[src/hw/rtl/bflf_pkg.sv]
// Shared types, constants and command/status structs for the bin fill level filter.
// No dependencies.
`default_nettype none
package bflf_pkg;
  localparam int unsigned BINS = 4;
  localparam int unsigned WINDOW = 5;
  localparam int unsigned DW = 13;
  localparam int unsigned PW = 15;
  localparam logic [DW-1:0] OUTLIER_LIMIT = 13'd48;
  localparam logic [PW-1:0] DEADBAND_STEP = 15'd1280;
  localparam logic [31:0] BLANKING_MS = 32'd2000;
  localparam logic [DW:0] REJECT_MARGIN = 14'd320;
  localparam logic [PW-1:0] FULL_SCALE = 15'd25600;
  localparam logic [DW-1:0] EMPTY_RST = 13'd608;
  localparam logic [DW-1:0] FULL_RST = 13'd128;

  localparam logic [1:0] MODE_SAMPLE = 2'd0;
  localparam logic [1:0] MODE_DROP = 2'd1;
  localparam logic [1:0] MODE_CLEAR = 2'd2;

  localparam logic [2:0] ST_UPDATED = 3'd0;
  localparam logic [2:0] ST_HELD = 3'd1;
  localparam logic [2:0] ST_BLANKED = 3'd2;
  localparam logic [2:0] ST_REJECTED = 3'd3;
  localparam logic [2:0] ST_DONE = 3'd4;

  typedef enum logic [3:0] {
    S_IDLE, S_DECIDE, S_LOAD, S_SORT, S_SUM, S_AVG_DIV, S_PCT, S_PCT_DIV, S_COMMIT, S_OUT
  } state_t;

  typedef struct packed {
    logic latch;      // capture input item
    logic decide;     // apply commands / classify sample
    logic load;       // write ring, load sort buffer
    logic sort_step;  // one odd/even transposition pass
    logic sum_step;   // accumulate one entry
    logic div_start;
    logic div_step;
    logic avg_done;   // capture average, set up percent
    logic pct_start;
    logic commit;
    logic out_load;
  } cmd_t;

  typedef struct packed {
    logic is_sample;  // accepted sample needing the filter
    logic div_done;
    logic pct_direct; // percent needs no division
  } sts_t;
endpackage
`default_nettype wire

[src/hw/rtl/bin_fill_level_filter_top.sv]
// Top level of the bin fill level filter: controller, datapath and output register.
// Depends on bflf_pkg, bflf_ctrl, bflf_dp.
// One item at a time. A drop, clear, spare-mode item or blanked/rejected sample goes
// from the decide state straight to the output register. An accepted sample first passes
// through the odd/even sort passes, the serial sum and a bit-serial division for the
// average, then a second division on the same divider for the percent unless the average
// lands at or beyond the empty or full distance. A new item is taken once the previous
// result has moved into the output register.
`default_nettype none
module bin_fill_level_filter_top (
  input  wire logic clk,
  input  wire logic rst_n,
  input  wire logic in_valid,
  output logic in_ready,
  input  wire logic [1:0] in_mode,
  input  wire logic [1:0] in_bin_index,
  input  wire logic [12:0] in_raw_distance,
  input  wire logic [31:0] in_now_ms,
  output logic out_valid,
  input  wire logic out_ready,
  output logic [14:0] out_fill_percent_fine,
  output logic [6:0] out_fill_percent_whole,
  output logic [12:0] out_held_distance,
  output logic [2:0] out_status,
  input  wire logic cfg_valid,
  output logic cfg_ready,
  input  wire logic [2:0] cfg_index,
  input  wire logic [12:0] cfg_data
);
  bflf_pkg::cmd_t cmd;
  bflf_pkg::sts_t sts;
  logic busy, in_fire, out_free;
  logic [14:0] fine;
  logic [6:0] whole;
  logic [12:0] held_dist;
  logic [2:0] stat;
  logic out_valid_r;

  assign in_ready = !busy;
  assign in_fire = in_valid && in_ready;
  assign out_free = !out_valid_r || out_ready;
  assign cfg_ready = 1'b1;

  bflf_ctrl u_ctrl (
    .clk(clk), .rst_n(rst_n), .in_fire(in_fire), .out_free(out_free),
    .sts(sts), .cmd(cmd), .busy(busy)
  );

  bflf_dp u_dp (
    .clk(clk), .rst_n(rst_n), .cmd(cmd), .sts(sts),
    .in_mode(in_mode), .in_bin_index(in_bin_index), .in_raw_distance(in_raw_distance),
    .in_now_ms(in_now_ms), .cfg_we(cfg_valid), .cfg_idx(cfg_index), .cfg_data(cfg_data),
    .res_fine(fine), .res_whole(whole), .res_dist(held_dist), .res_status(stat)
  );

  always_ff @(posedge clk) begin
    if (!rst_n) begin
      out_valid_r <= 1'b0;
    end else if (cmd.out_load) begin
      out_valid_r <= 1'b1;
    end else if (out_ready) begin
      out_valid_r <= 1'b0;
    end
  end

  always_ff @(posedge clk) begin
    if (cmd.out_load) begin
      out_fill_percent_fine <= fine;
      out_fill_percent_whole <= whole;
      out_held_distance <= held_dist;
      out_status <= stat;
    end
  end

  assign out_valid = out_valid_r;
endmodule
`default_nettype wire

[src/hw/rtl/bflf_ctrl.sv]
// Controller state machine for the bin fill level filter.
// Depends on bflf_pkg.
`default_nettype none
module bflf_ctrl (
  input  wire logic clk,
  input  wire logic rst_n,
  input  wire logic in_fire,
  input  wire logic out_free,
  input  wire bflf_pkg::sts_t sts,
  output bflf_pkg::cmd_t cmd,
  output logic busy
);
  bflf_pkg::state_t state_r, state_nxt;
  logic [2:0] cnt_r, cnt_nxt;

  always_ff @(posedge clk) begin
    if (!rst_n) begin
      state_r <= bflf_pkg::S_IDLE;
      cnt_r <= 3'd0;
    end else begin
      state_r <= state_nxt;
      cnt_r <= cnt_nxt;
    end
  end

  always_comb begin
    state_nxt = state_r;
    cnt_nxt = cnt_r;
    case (state_r)
      bflf_pkg::S_IDLE: if (in_fire) state_nxt = bflf_pkg::S_DECIDE;
      bflf_pkg::S_DECIDE: begin
        if (sts.is_sample) state_nxt = bflf_pkg::S_LOAD;
        else state_nxt = bflf_pkg::S_OUT;
      end
      bflf_pkg::S_LOAD: begin
        state_nxt = bflf_pkg::S_SORT;
        cnt_nxt = 3'd0;
      end
      bflf_pkg::S_SORT: begin
        cnt_nxt = cnt_r + 3'd1;
        if (cnt_r == 3'(bflf_pkg::WINDOW - 1)) begin
          state_nxt = bflf_pkg::S_SUM;
          cnt_nxt = 3'd0;
        end
      end
      bflf_pkg::S_SUM: begin
        cnt_nxt = cnt_r + 3'd1;
        if (cnt_r == 3'(bflf_pkg::WINDOW - 1)) begin
          state_nxt = bflf_pkg::S_AVG_DIV;
          cnt_nxt = 3'd0;
        end
      end
      bflf_pkg::S_AVG_DIV: begin
        cnt_nxt = 3'd1;
        if (sts.div_done) state_nxt = bflf_pkg::S_PCT;
      end
      bflf_pkg::S_PCT: begin
        if (sts.pct_direct) state_nxt = bflf_pkg::S_COMMIT;
        else state_nxt = bflf_pkg::S_PCT_DIV;
      end
      bflf_pkg::S_PCT_DIV: if (sts.div_done) state_nxt = bflf_pkg::S_COMMIT;
      bflf_pkg::S_COMMIT: state_nxt = bflf_pkg::S_OUT;
      bflf_pkg::S_OUT: if (out_free) state_nxt = bflf_pkg::S_IDLE;
      default: state_nxt = bflf_pkg::S_IDLE;
    endcase
  end

  always_comb begin
    cmd = '0;
    busy = (state_r != bflf_pkg::S_IDLE);
    case (state_r)
      bflf_pkg::S_IDLE: cmd.latch = in_fire;
      bflf_pkg::S_DECIDE: cmd.decide = 1'b1;
      bflf_pkg::S_LOAD: cmd.load = 1'b1;
      bflf_pkg::S_SORT: cmd.sort_step = 1'b1;
      bflf_pkg::S_SUM: cmd.sum_step = 1'b1;
      bflf_pkg::S_AVG_DIV: begin
        cmd.div_start = (cnt_r == 3'd0);
        cmd.div_step = 1'b1;
        cmd.avg_done = sts.div_done;
      end
      bflf_pkg::S_PCT: cmd.pct_start = 1'b1;
      bflf_pkg::S_PCT_DIV: cmd.div_step = 1'b1;
      bflf_pkg::S_COMMIT: cmd.commit = 1'b1;
      bflf_pkg::S_OUT: cmd.out_load = out_free;
      default: cmd = '0;
    endcase
  end
endmodule
`default_nettype wire

[src/hw/rtl/bflf_div.sv]
// Restoring radix-2 divider, one quotient bit per cycle while step is high, 28-bit dividend, 14-bit divisor.
// Depends on no package.
`default_nettype none
module bflf_div (
  input  wire logic clk,
  input  wire logic rst_n,
  input  wire logic start,
  input  wire logic step,
  input  wire logic [27:0] dividend,
  input  wire logic [13:0] divisor,
  output logic [27:0] quotient,
  output logic done
);
  logic [27:0] q_r, q_nxt;
  logic [14:0] rem_r, rem_nxt;
  logic [13:0] dsr_r;
  logic [4:0] cnt_r, cnt_nxt;
  logic [14:0] trial;
  logic [15:0] diff;

  always_comb begin
    trial = {rem_r[13:0], q_r[27]};
    diff = {1'b0, trial} - {2'b00, dsr_r};
    rem_nxt = rem_r;
    q_nxt = q_r;
    cnt_nxt = cnt_r;
    if (step && cnt_r != 5'd0) begin
      cnt_nxt = cnt_r - 5'd1;
      if (!diff[15]) begin
        rem_nxt = diff[14:0];
        q_nxt = {q_r[26:0], 1'b1};
      end else begin
        rem_nxt = trial;
        q_nxt = {q_r[26:0], 1'b0};
      end
    end
  end

  always_ff @(posedge clk) begin
    if (!rst_n) begin
      cnt_r <= 5'd0;
    end else if (start) begin
      cnt_r <= 5'd28;
    end else begin
      cnt_r <= cnt_nxt;
    end
  end

  always_ff @(posedge clk) begin
    if (start) begin
      q_r <= dividend;
      rem_r <= '0;
      dsr_r <= divisor;
    end else begin
      q_r <= q_nxt;
      rem_r <= rem_nxt;
    end
  end

  assign quotient = q_r;
  assign done = (cnt_r == 5'd0) && !start;
endmodule
`default_nettype wire

[src/hw/rtl/bflf_dp.sv]
// Datapath: bin state, ring, sort buffer, averaging and percent computation.
// Depends on bflf_pkg and bflf_div.
`default_nettype none
module bflf_dp (
  input  wire logic clk,
  input  wire logic rst_n,
  input  wire bflf_pkg::cmd_t cmd,
  output bflf_pkg::sts_t sts,
  input  wire logic [1:0] in_mode,
  input  wire logic [1:0] in_bin_index,
  input  wire logic [12:0] in_raw_distance,
  input  wire logic [31:0] in_now_ms,
  input  wire logic cfg_we,
  input  wire logic [2:0] cfg_idx,
  input  wire logic [12:0] cfg_data,
  output logic [14:0] res_fine,
  output logic [6:0] res_whole,
  output logic [12:0] res_dist,
  output logic [2:0] res_status
);
  localparam int unsigned W = bflf_pkg::WINDOW;

  logic [12:0] empty_r [bflf_pkg::BINS];
  logic [12:0] full_r [bflf_pkg::BINS];
  logic [12:0] ring_r [bflf_pkg::BINS][W];
  logic [2:0] wpos_r [bflf_pkg::BINS];
  logic [2:0] held_cnt_r [bflf_pkg::BINS];
  logic [31:0] blank_r [bflf_pkg::BINS];
  logic [12:0] havg_r [bflf_pkg::BINS];
  logic [14:0] hpct_r [bflf_pkg::BINS];
  logic first_r [bflf_pkg::BINS];

  logic [1:0] mode_r, bin_r;
  logic [12:0] raw_r;
  logic [31:0] now_r;
  logic [2:0] status_r;
  logic [12:0] tmp_r [W];
  logic [12:0] orig_r [W];
  logic [2:0] n_r;
  logic [2:0] sidx_r;
  logic [15:0] sum_r;
  logic [2:0] used_r;
  logic sort_par_r;
  logic [12:0] avg_r;
  logic [14:0] pct_r;
  logic direct_r;

  logic [12:0] e_cur, f_cur, med;
  logic [12:0] cur_s, dabs;
  logic [27:0] div_a;
  logic [13:0] div_b;
  logic [27:0] div_q;
  logic div_done;
  logic div_start;
  logic [14:0] pdiff;
  logic [15:0] whole_w;

  assign e_cur = empty_r[bin_r];
  assign f_cur = full_r[bin_r];
  assign med = tmp_r[n_r[2:1]];
  assign cur_s = orig_r[sidx_r];
  assign dabs = (cur_s >= med) ? cur_s - med : med - cur_s;

  assign sts.is_sample = (mode_r == bflf_pkg::MODE_SAMPLE) && !(now_r < blank_r[bin_r])
    && raw_r != 13'd0 && ({1'b0, raw_r} <= {1'b0, e_cur} + bflf_pkg::REJECT_MARGIN);
  assign sts.div_done = div_done;
  assign sts.pct_direct = direct_r;

  always_comb begin
    div_a = {12'd0, sum_r};
    div_b = {11'd0, used_r};
    if (cmd.pct_start) begin
      div_a = 28'(({15'd0, e_cur} - {15'd0, avg_r}) * 28'(bflf_pkg::FULL_SCALE));
      div_b = {1'b0, e_cur - f_cur};
    end
  end
  assign div_start = cmd.div_start || (cmd.pct_start && !direct_r);

  bflf_div u_div (
    .clk(clk), .rst_n(rst_n), .start(div_start), .step(cmd.div_step),
    .dividend(div_a), .divisor(div_b), .quotient(div_q), .done(div_done)
  );

  always_ff @(posedge clk) begin
    if (!rst_n) begin
      for (int b = 0; b < bflf_pkg::BINS; b++) begin
        empty_r[b] <= bflf_pkg::EMPTY_RST;
        full_r[b] <= bflf_pkg::FULL_RST;
        for (int j = 0; j < W; j++) ring_r[b][j] <= bflf_pkg::EMPTY_RST;
        wpos_r[b] <= 3'd0;
        held_cnt_r[b] <= 3'd0;
        blank_r[b] <= 32'd0;
        havg_r[b] <= bflf_pkg::EMPTY_RST;
        hpct_r[b] <= 15'd0;
        first_r[b] <= 1'b0;
      end
    end else begin
      if (cfg_we) begin
        if (!cfg_idx[2]) begin
          empty_r[cfg_idx[1:0]] <= cfg_data;
          havg_r[cfg_idx[1:0]] <= cfg_data;
        end else begin
          full_r[cfg_idx[1:0]] <= cfg_data;
        end
      end
      if (cmd.decide) begin
        if (mode_r == bflf_pkg::MODE_DROP) begin
          blank_r[bin_r] <= now_r + bflf_pkg::BLANKING_MS;
        end else if (mode_r == bflf_pkg::MODE_CLEAR) begin
          for (int j = 0; j < W; j++) ring_r[bin_r][j] <= e_cur;
          wpos_r[bin_r] <= 3'd0;
          held_cnt_r[bin_r] <= 3'd0;
          blank_r[bin_r] <= 32'd0;
          havg_r[bin_r] <= e_cur;
          hpct_r[bin_r] <= 15'd0;
          first_r[bin_r] <= 1'b0;
        end
      end
      if (cmd.load) begin
        ring_r[bin_r][wpos_r[bin_r]] <= raw_r;
        wpos_r[bin_r] <= (wpos_r[bin_r] == 3'(W - 1)) ? 3'd0 : wpos_r[bin_r] + 3'd1;
        if (held_cnt_r[bin_r] < 3'(W)) held_cnt_r[bin_r] <= held_cnt_r[bin_r] + 3'd1;
      end
      if (cmd.commit && (!first_r[bin_r] || pdiff >= bflf_pkg::DEADBAND_STEP)) begin
        havg_r[bin_r] <= avg_r;
        hpct_r[bin_r] <= pct_r;
        first_r[bin_r] <= 1'b1;
      end
    end
  end

  assign pdiff = (pct_r >= hpct_r[bin_r]) ? pct_r - hpct_r[bin_r] : hpct_r[bin_r] - pct_r;

  always_ff @(posedge clk) begin
    if (cmd.latch) begin
      mode_r <= in_mode;
      bin_r <= in_bin_index;
      raw_r <= in_raw_distance;
      now_r <= in_now_ms;
    end
    if (cmd.decide) begin
      status_r <= (mode_r != bflf_pkg::MODE_SAMPLE) ? bflf_pkg::ST_DONE
        : (now_r < blank_r[bin_r]) ? bflf_pkg::ST_BLANKED
        : (!sts.is_sample) ? bflf_pkg::ST_REJECTED : bflf_pkg::ST_DONE;
    end
    if (cmd.load) begin
      // entries beyond the filled count sort high and are never summed
      for (int j = 0; j < W; j++) begin
        logic [12:0] v;
        v = (3'(j) == wpos_r[bin_r]) ? raw_r : ring_r[bin_r][j];
        orig_r[j] <= v;
        tmp_r[j] <= (3'(j) < ((held_cnt_r[bin_r] < 3'(W)) ? held_cnt_r[bin_r] + 3'd1
          : held_cnt_r[bin_r])) ? v : 13'h1FFF;
      end
      n_r <= (held_cnt_r[bin_r] < 3'(W)) ? held_cnt_r[bin_r] + 3'd1 : held_cnt_r[bin_r];
      sort_par_r <= 1'b0;
      sidx_r <= 3'd0;
      sum_r <= 16'd0;
      used_r <= 3'd0;
    end
    if (cmd.sort_step) begin
      sort_par_r <= !sort_par_r;
      for (int j = 0; j + 1 < W; j++) begin
        if ((j % 2) == int'(sort_par_r) && tmp_r[j] > tmp_r[j+1]) begin
          tmp_r[j] <= tmp_r[j+1];
          tmp_r[j+1] <= tmp_r[j];
        end
      end
    end
    if (cmd.sum_step) begin
      sidx_r <= sidx_r + 3'd1;
      if (sidx_r < n_r && dabs <= bflf_pkg::OUTLIER_LIMIT) begin
        sum_r <= sum_r + {3'd0, cur_s};
        used_r <= used_r + 3'd1;
      end
    end
    if (cmd.avg_done) begin
      avg_r <= (used_r == 3'd0) ? med : div_q[12:0];
    end
    if (cmd.pct_start) begin
      direct_r <= 1'b0;
      if (avg_r >= e_cur) begin
        pct_r <= 15'd0;
      end else if (avg_r <= f_cur) begin
        pct_r <= bflf_pkg::FULL_SCALE;
      end
    end else if (cmd.avg_done) begin
      direct_r <= (((used_r == 3'd0) ? med : div_q[12:0]) >= e_cur)
        || (((used_r == 3'd0) ? med : div_q[12:0]) <= f_cur);
    end
    if (!direct_r && !cmd.pct_start && cmd.div_step && div_done && !cmd.avg_done) begin
      pct_r <= (div_q > 28'(bflf_pkg::FULL_SCALE)) ? bflf_pkg::FULL_SCALE : div_q[14:0];
    end
    if (cmd.commit) begin
      status_r <= (!first_r[bin_r] || pdiff >= bflf_pkg::DEADBAND_STEP) ?
        bflf_pkg::ST_UPDATED : bflf_pkg::ST_HELD;
    end
  end

  assign res_fine = hpct_r[bin_r];
  assign whole_w = ({1'b0, hpct_r[bin_r]} + 16'd128) >> 8;
  assign res_whole = (whole_w > 16'd100) ? 7'd100 : whole_w[6:0];
  assign res_dist = havg_r[bin_r];
  assign res_status = status_r;
endmodule
`default_nettype wire

[config.mk]
export PLATFORM = sky130hd
export DESIGN_NAME = bin_fill_level_filter_top
export DESIGN_NICKNAME = d
export VERILOG_FILES = /design/src/hw/rtl/bflf_pkg.sv /design/src/hw/rtl/bin_fill_level_filter_top.sv /design/src/hw/rtl/bflf_ctrl.sv /design/src/hw/rtl/bflf_div.sv /design/src/hw/rtl/bflf_dp.sv
export SDC_FILE = /design/constraint.sdc
export NUM_CORES = 2
export LEC_CHECK = 0
export BUFFER_PORTS_ARGS = -buffer_cell sky130_fd_sc_hd__clkbuf_2
export CORE_MARGIN = 1.5
export CORE_UTILIZATION = 45
export DETAILED_ROUTE_END_ITERATION = 8
export SLEW_MARGIN = 40
export SYNTH_ARGS = -nofsm -noshare
export SYNTH_HDL_FRONTEND = slang
export SYNTH_SLANG_ARGS = --single-unit
[constraint.sdc]
create_clock -name clk -period 11.5 [get_ports clk]
set_clock_uncertainty 0.1 [all_clocks]
set_input_delay 2.3 -clock clk [delete_from_list [all_inputs] [get_ports clk]]
set_output_delay 2.3 -clock clk [all_outputs]
set_load 0.005 [all_outputs]
==> flow_summary.toml <==
[floorplanning]
ios = 111
std_cell_rows = 126
die_x_um = 348.2
start_util_pct = 45.41
core_area_um2 = 118100
dieArea_um2 = 121200
die_h_um = 348.2

[power_and_ir_drop]
power_uw = 13750
swShare_pct = 36.81
power.share.sequential_pct = 33.0
power_density_nw_per_um2 = 230.6
power.switching_uw = 5062
p_int_uw = 8689
clkPwrFrac_pct = 25.9
peakVddDrop_mv = 0.2582
p_leak_uw = 0.02384
pwr-share-comb_pct = 41.1

[grt]
grt_util_all_layers_pct = 25.78
grt_antenna_before_repair = 4
grt_max_degree = 98
overflow = 0
grt_pass1_wl_mm = 232.3
grt_pass1_vias = 35048

[place]
dp_slack_ps = 3941
dp_hpwl_mm = 110.4
io_buffer_count = 109
numPlacedInstances = 5890
gp_congestion = 0.8972

[yosys]
synth_area_leaders = "edfxtp_1 (52%), mux4_2 (7.7%), ha_1 (7.0%)"
yosysSeqAreaShare_pct = 53.93
netlist_area_um2 = 53630
synth-seq-cells = 982
synth-edff-count = 925
yosysUniqueCellTypes = 82
synth_cells = 4386
synth_ff_type = "edfxtp_1"
synth_top_area_share_pct = 51.80
postSynthNetCount = 4771
async_flop_share_pct = 0
syn_avg_cell_area_um2 = 12.23
synth_top_area_cell = "edfxtp_1"
ys_warn_count = 0

[detailed_routing]
vias_per_cell = 5.896
drt_iter0_markers = 4020
wl_per_cell_um = 25.71
routed_wl_mm = 156.6
drtPass1Iterations = 6
drc = 0
num_vias = 35910
ant_nets = 0

[final_layout]
fin_nets = 4848
fin_cells = 6091
multi_input_area_um2 = 22660
n_antenna_cell = 0
layout_commonest_cell = "edfxtp_1"
drive_above_1_share_pct = 15.68
fillCellCount = 10223
layout_common_cells = "edfxtp_1 (925), nor2_1 (520), inv_1 (343)"
syn2layout_area_growth_pct = 11.21
register_area_um2 = 28930

[run]
drv_cap = 0

[critical_path]
cp.required_ps = 11850
critPathMaxFanout = 33
start_kind = "flip-flop"
slowest_delay_ps = 790
cpMostUsedCell = "a21oi_1"
reg2regPathDepth = 25
arrival_ps = 7850
cp_slowest_cell = "dfxtp_4"
critPathKind = "reg2reg"
worst_setup_path_end_kind = "flip-flop"

[timing]
period_share_pct = 65.23
rsz0062_at_grt = "no"
fin_crit_ps = 7501
fin_setup_tns_ps = 0
timing.fmax_ghz = 0.1333
setup_viol = 0
max_slew_margin_pct = 41.35
hold_viol_final = 0
report.final.slew_viol_count = 0
worstMarginPinSlew_ps = 877.6
setup_slack_ps = 3999

[clock_network]
hold_buffers = 0
postCtsResizedCells = 0
cts_buffers = 106
cts.clk_slew.worst_paths_ps = 60
clk_latency_ps = 700
post-cts-setup-buffers = 0
ctsHtreeMaxLevel = 3
cts_max_path_buffers = 3
ctsRootBufferMaster = "clkbuf_16"
tritoncts = "yes"
clock-sinks = 982

[run_status]
outcome = "completed"

[min_path]
min_delay_path_depth = 0
hp-class = "reg2reg"
## power by group through the flow
stage | Clock (uW) | Combinational, uW | Sequential (uW)
floorplan | 0 | 4130 | 4470
global placement | 0 | 5550 | 4610
detailed placement | 0 | 5610 | 4610
CTS | 3600 | 5650 | 4540
global route | 3740 | 6270 | 4570
finish | 3560 | 5660 | 4540
## worst paths after layout
kind | endpoint | slack [ps] | from
setup / recovery | u_dp.u_div.quotient[27] | 4000 | flip-flop
hold / removal | out_status[1] | 330 | u_dp.res_status[1]
setup reg to reg | u_dp.u_div.quotient[27] | 4000 | flip-flop
hold reg to reg | out_status[1] | 330 | u_dp.res_status[1]
## through the flow
stage | utilization (%) | instance area, um^2 | hold WS [ps]
4_1_cts | 50.48 | 59610 | 321.1
3_5_place_dp | 47.45 | 56020 | 307.1
5_1_grt | 50.50 | 59640 | 349.4
2_1_floorplan | - | 53630 | 300.3
3_3_place_gp | 47.34 | 55900 | 303.0
6_report | 50.50 | 59640 | 325.7
## logic make-up (layout without fill, tap and decap cells)
group,count (synthesis),count (layout),share of synthesized area (%)
muxes,479,479,13.47
and+or+nand+nor,1325,1325,11.52
DFF,982,982,53.93
xor gates and xnor gates,108,108,1.764
buffers and inverters,572,741,4.148
AOI/OAI and AO/OA,604,604,7.574
adders and majority gates,315,315,7.588
other,1,1,0.006993
## critical path: cells and delay by family, from the launching register on
family,cells,cell delay [ps]
buffers and inverters,5,970
DFF,1,790
and+or+nand+nor,2,440
adders and majority gates,5,2020
xor gates and xnor gates,2,430
AOI/OAI and AO/OA,10,1680
muxes,1,760
## per-layer routing
layer	wire, um	GRT usage, %	up-vias
li1	-	-	16271
met1	68010	37.01	17931
met2	71210	40.03	1453
met3	11820	3.672	253
met4	5537	9.072	2
met5	13	0	-
## sequential cells by signal, indices dropped and copies added (netlist names), 12 cells and up, named ones only
| signal | flops |
|---|---|
| u_dp.u_div.quotient | 28 |
| u_dp.orig_r | 65 |
| u_dp.now_r | 32 |
| u_dp.havg_r | 52 |
| u_dp.held_cnt_r | 12 |
| u_dp.u_div.rem_r | 14 |
| u_dp.raw_r | 13 |
| out_held_distance | 13 |
| u_dp.tmp_r | 65 |
| u_dp.u_div.dsr_r | 13 |
| u_dp.full_r | 52 |
| u_dp.blank_r | 128 |
| u_dp.avg_r | 13 |
| u_dp.hpct_r | 60 |
| out_fill_percent_fine | 15 |
| u_dp.sum_r | 16 |
| u_dp.ring_r | 260 |
| u_dp.wpos_r | 12 |
| u_dp.empty_r | 52 |
| u_dp.pct_r | 15 |
## area by class of cell
class	instances	area share (%)
Clock buffer	127	4.668
Timing Repair Buffer	195	2.090
Clock inverter	73	1.339
Sequential cell	982	48.51
Inverter	346	2.184
Multi-Input combinational cell	2832	37.99
Tap cell	1536	3.223
## Yosys cell counts, types with 13 or more instances
cell and number:
edfxtp_1 925, nor2_1 529, inv_1 345, nand2_1 304, ha_1 298, mux2i_1 188
mux4_2 183, clkbuf_1 177, o21ai_0 141, a21oi_1 133, mux2_2 107, and2_1 104
xnor2_1 71, and3_1 65, nand2b_1 59, dfxtp_1 57, a22oi_1 55, a21o_1 50
nand3_1 50, a221o_1 43, nor3_1 42, xor2_1 37, nand4_1 34, o21a_1 34
or3_1 34, nor2b_1 33, buf_2 29, a22o_1 23, nor4_1 23, fa_1 17
o21bai_1 17, a21boi_0 13, buf_1 13, o211ai_1 13, o22ai_1 13
Power figures use the tool's default switching activity.
